<file path="src/hdl/rss_pkg.sv">
// Shared constants and controller/datapath signal groups for the rectangle sum block.
package rss_pkg;

  localparam int CFG_DW = 7;
  localparam int CFG_IW = 1;

  localparam logic [CFG_IW-1:0] REG_ROWS = 1'b0;
  localparam logic [CFG_IW-1:0] REG_COLS = 1'b1;

  localparam logic CMD_WRITE = 1'b0;
  localparam logic CMD_QUERY = 1'b1;

  localparam logic ST_OK  = 1'b0;
  localparam logic ST_OOB = 1'b1;

  typedef struct packed {
    logic load;
    logic clr;
    logic cell_rd;
    logic cell_wr;
    logic upd_wr;
    logic q_init;
    logic q_step;
    logic out_load;
  } rss_cmd_t;

  typedef struct packed {
    logic cfg_hit;
    logic clr_done;
    logic is_query;
    logic oob;
    logic upd_last;
    logic q_empty;
    logic q_last;
    logic out_free;
  } rss_sts_t;

endpackage

</file>
<file path="src/hdl/rss_ctrl.sv">
// Sequencing state machine for clear, cell write, tree update and rectangle query.
module rss_ctrl (
  input  logic            clk_i,
  input  logic            rst_ni,
  input  logic            req_valid_i,
  output logic            req_ready_o,
  input  rss_pkg::rss_sts_t sts_i,
  output rss_pkg::rss_cmd_t cmd_o
);
  import rss_pkg::*;

  localparam logic [3:0] S_IDLE    = 4'd0;
  localparam logic [3:0] S_CLEAR   = 4'd1;
  localparam logic [3:0] S_DISP    = 4'd2;
  localparam logic [3:0] S_CELL_RD = 4'd3;
  localparam logic [3:0] S_CELL_WR = 4'd4;
  localparam logic [3:0] S_UPD_RD  = 4'd5;
  localparam logic [3:0] S_UPD_WR  = 4'd6;
  localparam logic [3:0] S_Q_INIT  = 4'd7;
  localparam logic [3:0] S_Q_RUN   = 4'd8;
  localparam logic [3:0] S_Q_DRAIN = 4'd9;
  localparam logic [3:0] S_RESULT  = 4'd10;

  logic [3:0] state_q, state_d;

  always_comb begin
    state_d = state_q;
    cmd_o   = '0;
    case (state_q)
      S_IDLE: begin
        if (req_valid_i) begin
          cmd_o.load = 1'b1;
          state_d    = S_DISP;
        end
      end
      S_CLEAR: begin
        cmd_o.clr = 1'b1;
        if (sts_i.clr_done) state_d = S_IDLE;
      end
      S_DISP: begin
        if (sts_i.is_query) state_d = S_Q_INIT;
        else if (sts_i.oob) state_d = S_RESULT;
        else state_d = S_CELL_RD;
      end
      S_CELL_RD: begin
        cmd_o.cell_rd = 1'b1;
        state_d       = S_CELL_WR;
      end
      S_CELL_WR: begin
        cmd_o.cell_wr = 1'b1;
        state_d       = S_UPD_RD;
      end
      S_UPD_RD: state_d = S_UPD_WR;
      S_UPD_WR: begin
        cmd_o.upd_wr = 1'b1;
        state_d      = sts_i.upd_last ? S_RESULT : S_UPD_RD;
      end
      S_Q_INIT: begin
        cmd_o.q_init = 1'b1;
        state_d      = sts_i.q_empty ? S_RESULT : S_Q_RUN;
      end
      S_Q_RUN: begin
        cmd_o.q_step = 1'b1;
        if (sts_i.q_last) state_d = S_Q_DRAIN;
      end
      S_Q_DRAIN: state_d = S_RESULT;
      S_RESULT: begin
        if (sts_i.out_free) begin
          cmd_o.out_load = 1'b1;
          state_d        = S_IDLE;
        end
      end
      default: state_d = S_IDLE;
    endcase
    if (sts_i.cfg_hit) state_d = S_CLEAR;
  end

  always_ff @(posedge clk_i or negedge rst_ni) begin
    if (!rst_ni) state_q <= S_CLEAR;
    else state_q <= state_d;
  end

  assign req_ready_o = (state_q == S_IDLE) && !sts_i.cfg_hit;

endmodule

</file>
<file path="config.mk">
export PLATFORM = sky130hd
export DESIGN_NAME = rss_ctrl
export DESIGN_NICKNAME = d
export VERILOG_FILES = /design/src/hdl/rss_pkg.sv /design/src/hdl/rss_ctrl.sv
export SDC_FILE = /design/constraint.sdc
export NUM_CORES = 1
export LEC_CHECK = 0
export BUFFER_PORTS_ARGS = -buffer_cell sky130_fd_sc_hd__buf_2
export CORE_AREA = 2 2 39 41
export DETAILED_ROUTE_END_ITERATION = 7
export DIE_AREA = 0 0 41 43
export GPL_ROUTABILITY_DRIVEN = 0
export PLACE_DENSITY_LB_ADDON = 0.1
export SLEW_MARGIN = 20
export SYNTH_ARGS = -nofsm -noshare
export SYNTH_HDL_FRONTEND = slang
export SYNTH_SLANG_ARGS = --single-unit
</file>
<file path="constraint.sdc">
create_clock -name clk_i -period 4.1 [get_ports clk_i]
set_input_delay 0.615 -clock clk_i [delete_from_list [all_inputs] [get_ports clk_i]]
set_output_delay 0.615 -clock clk_i [all_outputs]
set_load 0.01 [all_outputs]
</file>
==> results.json <==
{
  "largest_reg_flops": 4,
  "ctsResizeCount": 0,
  "min_period_ps": 1990,
  "async_flop_share": 1.00,
  "die_y_um": 43,
  "reg2reg_slack_ps": 2590,
  "grt_pass1_vias": 400,
  "slew_headroom": 0.707,
  "power.total_uw": 138,
  "rows": 14,
  "cp-start-kind": "flip-flop",
  "cts_tree": "built",
  "fill_cells": 168,
  "cts_setup_buffers": 0,
  "die_x_um": 41,
  "cts_made_buffers": 3,
  "cts_sinks": 4,
  "synthAdderAreaFrac": 0,
  "synth_edf_count": 0,
  "drt_iter0_markers": 9,
  "ir_drop_mv": 0.168,
  "hpwl_um": 803,
  "synth_cells": 60,
  "fmax_ghz": 0.501,
  "r2r_cells": 4,
  "muxShareOfSynthArea": 0,
  "reg2reg_from": "state_q[2]",
  "synth_top_family_by_area": "simple AND/OR/NAND/NOR gates",
  "syn_nets": 71,
  "largest_register": "state_q",
  "drive_above_1_share": 0.321,
  "avgSynthCellArea_um2": 7.17,
  "io_buffers": 19,
  "ys.flop_type": "dfrtp_1",
  "finalHoldViolCount": 0,
  "status": "complete, no violations",
  "syn2layout_area_growth_pct": 23.5,
  "root_buffer": "clkbuf_4",
  "synth-compound-area-share": 0.218,
  "cts_max_level": 1,
  "grt_pass1_wl_um": 1780,
  "slew_violations": 0,
  "clock_latency_ps": 240,
  "r2r_end": "state_q[1]",
  "final_cell_mix": "buf_2 (19), nor2_1 (8), nor3_1 (7)",
  "final_common_cell": "buf_2",
  "antenna_cells": 0,
  "gr-total-overflow": 0,
  "start_util": 0.311,
  "final_nets": 90,
  "netlist_area_um2": 430,
  "fin_skew_ps": 5.25,
  "grtUsageMet1": 0.206,
  "path_clk_slew_ps": 40,
  "synthXorXnorAreaFrac": 0,
  "crit_required_ps": 3480,
  "grt_use_total": 0.148,
  "rsz0062_at_grt": "false",
  "core-area_um2": 1380,
  "cts_buffer_depth": 2,
  "arrival_ps": 1380,
  "yosysUniqueCellTypes": 25,
  "met2_usage": 0.203,
  "fin_tns_setup_ps": 0,
  "reg.largest.list": "state_q x4",
  "busiest_layer": "met1",
  "grt_max_degree": 16,
  "ys_ff_latch": 4,
  "num_vias": 483,
  "ios": 20,
  "ctsHoldBuffers": 0,
  "dieArea_um2": 1760,
  "synth_warnings": 0,
  "vias_per_cell": 5.14,
  "ant_nets": 0,
  "period_share": 0.486,
  "p_per_area_nw_per_um2": 259,
  "yosys.area_share.simple": 0.410,
  "finalSetupViolCount": 0,
  "cap_violations": 0,
  "yosysSeqAreaShare": 0.235,
  "grtUsageMet3": 0.0628,
  "wl_per_cell_um": 11.8,
  "first_pass_iters": 4,
  "crit_path_end_kind": "primary output",
  "wl_um": 1110,
  "worstPathMaxFanout": 15,
  "route.detailed.drc": 0,
  "power.leakage_nw": 0.252,
  "worstSetupPathType": "reg -> out",
  "hold_class": "in -> async",
  "worstMarginPinSlew_ps": 440,
  "antenna_found_initial": 0
}
## logic make-up (layout without fill, tap and decap cells)
| family | after synthesis | after routing |
|---|---|---|
| AO/OA/AOI/OAI | 14 | 14 |
| AND/OR/NAND/NOR | 32 | 32 |
| flip-flops | 4 | 4 |
| buffers and inverters | 10 | 28 |
## area by class of cell
type,instances,area [um^2],share of cell area
Multi-Input combinational cell,46,270,0.508
Sequential cell,4,101,0.191
Timing Repair Buffer,19,95.1,0.179
Clock buffer,4,26.3,0.0494
Tap cell,16,20.0,0.0376
Inverter,5,18.8,0.0353
## routing by layer
layer | wire (um) | up-vias
met5 | 0 | -
met4 | 0 | 0
met3 | 75 | 0
met2 | 509 | 18
met1 | 526 | 218
li1 | - | 247
## power breakdown
part,internal (mW),switching [mW]
Clock,0.0367,0.0182
Combinational,0.0157,0.0174
Sequential,0.0426,0.00735
## worst max-delay path: stages, from the launching register on
cell and delay [ps]:
dfrtp_1 600, nand2b_1 200, nor3_1 190, buf_2 150
## worst max-delay path by stage
stage          endpoint       start
2_1_floorplan  cmd_o[5]  state_q[0]
3_3_place_gp   cmd_o[4]  state_q[3]
3_5_place_dp   cmd_o[0]  state_q[1]
4_1_cts        cmd_o[0]  state_q[1]
5_1_grt        cmd_o[4]  state_q[3]
6_report       cmd_o[0]  state_q[1]
## cells in the mapped netlist, drive strengths merged, types with 2 or more instances
cell type / count / area share
o22ai: 2 / 0.029
inv: 5 / 0.044
nor2b: 3 / 0.044
a21oi: 5 / 0.058
o21ai: 2 / 0.023
a211oi: 2 / 0.035
dfrtp: 3 / 0.17
nand2: 3 / 0.026
nor3: 7 / 0.081
buf: 5 / 0.093
nand2b: 5 / 0.090
nor2: 8 / 0.070
## through the flow
stage	instances	utilization	area [um^2]	setup slack, ps	hold slack (ps)
after detailed placement	90	0.365	505	2350	421
after global placement	90	0.365	505	2320	422
final	94	0.384	532	2110	170
after CTS	94	0.384	532	2090	166
after global routing	94	0.384	532	1940	155
after floorplan	60	-	430	2440	319
(Power assumes the default switching activity.)
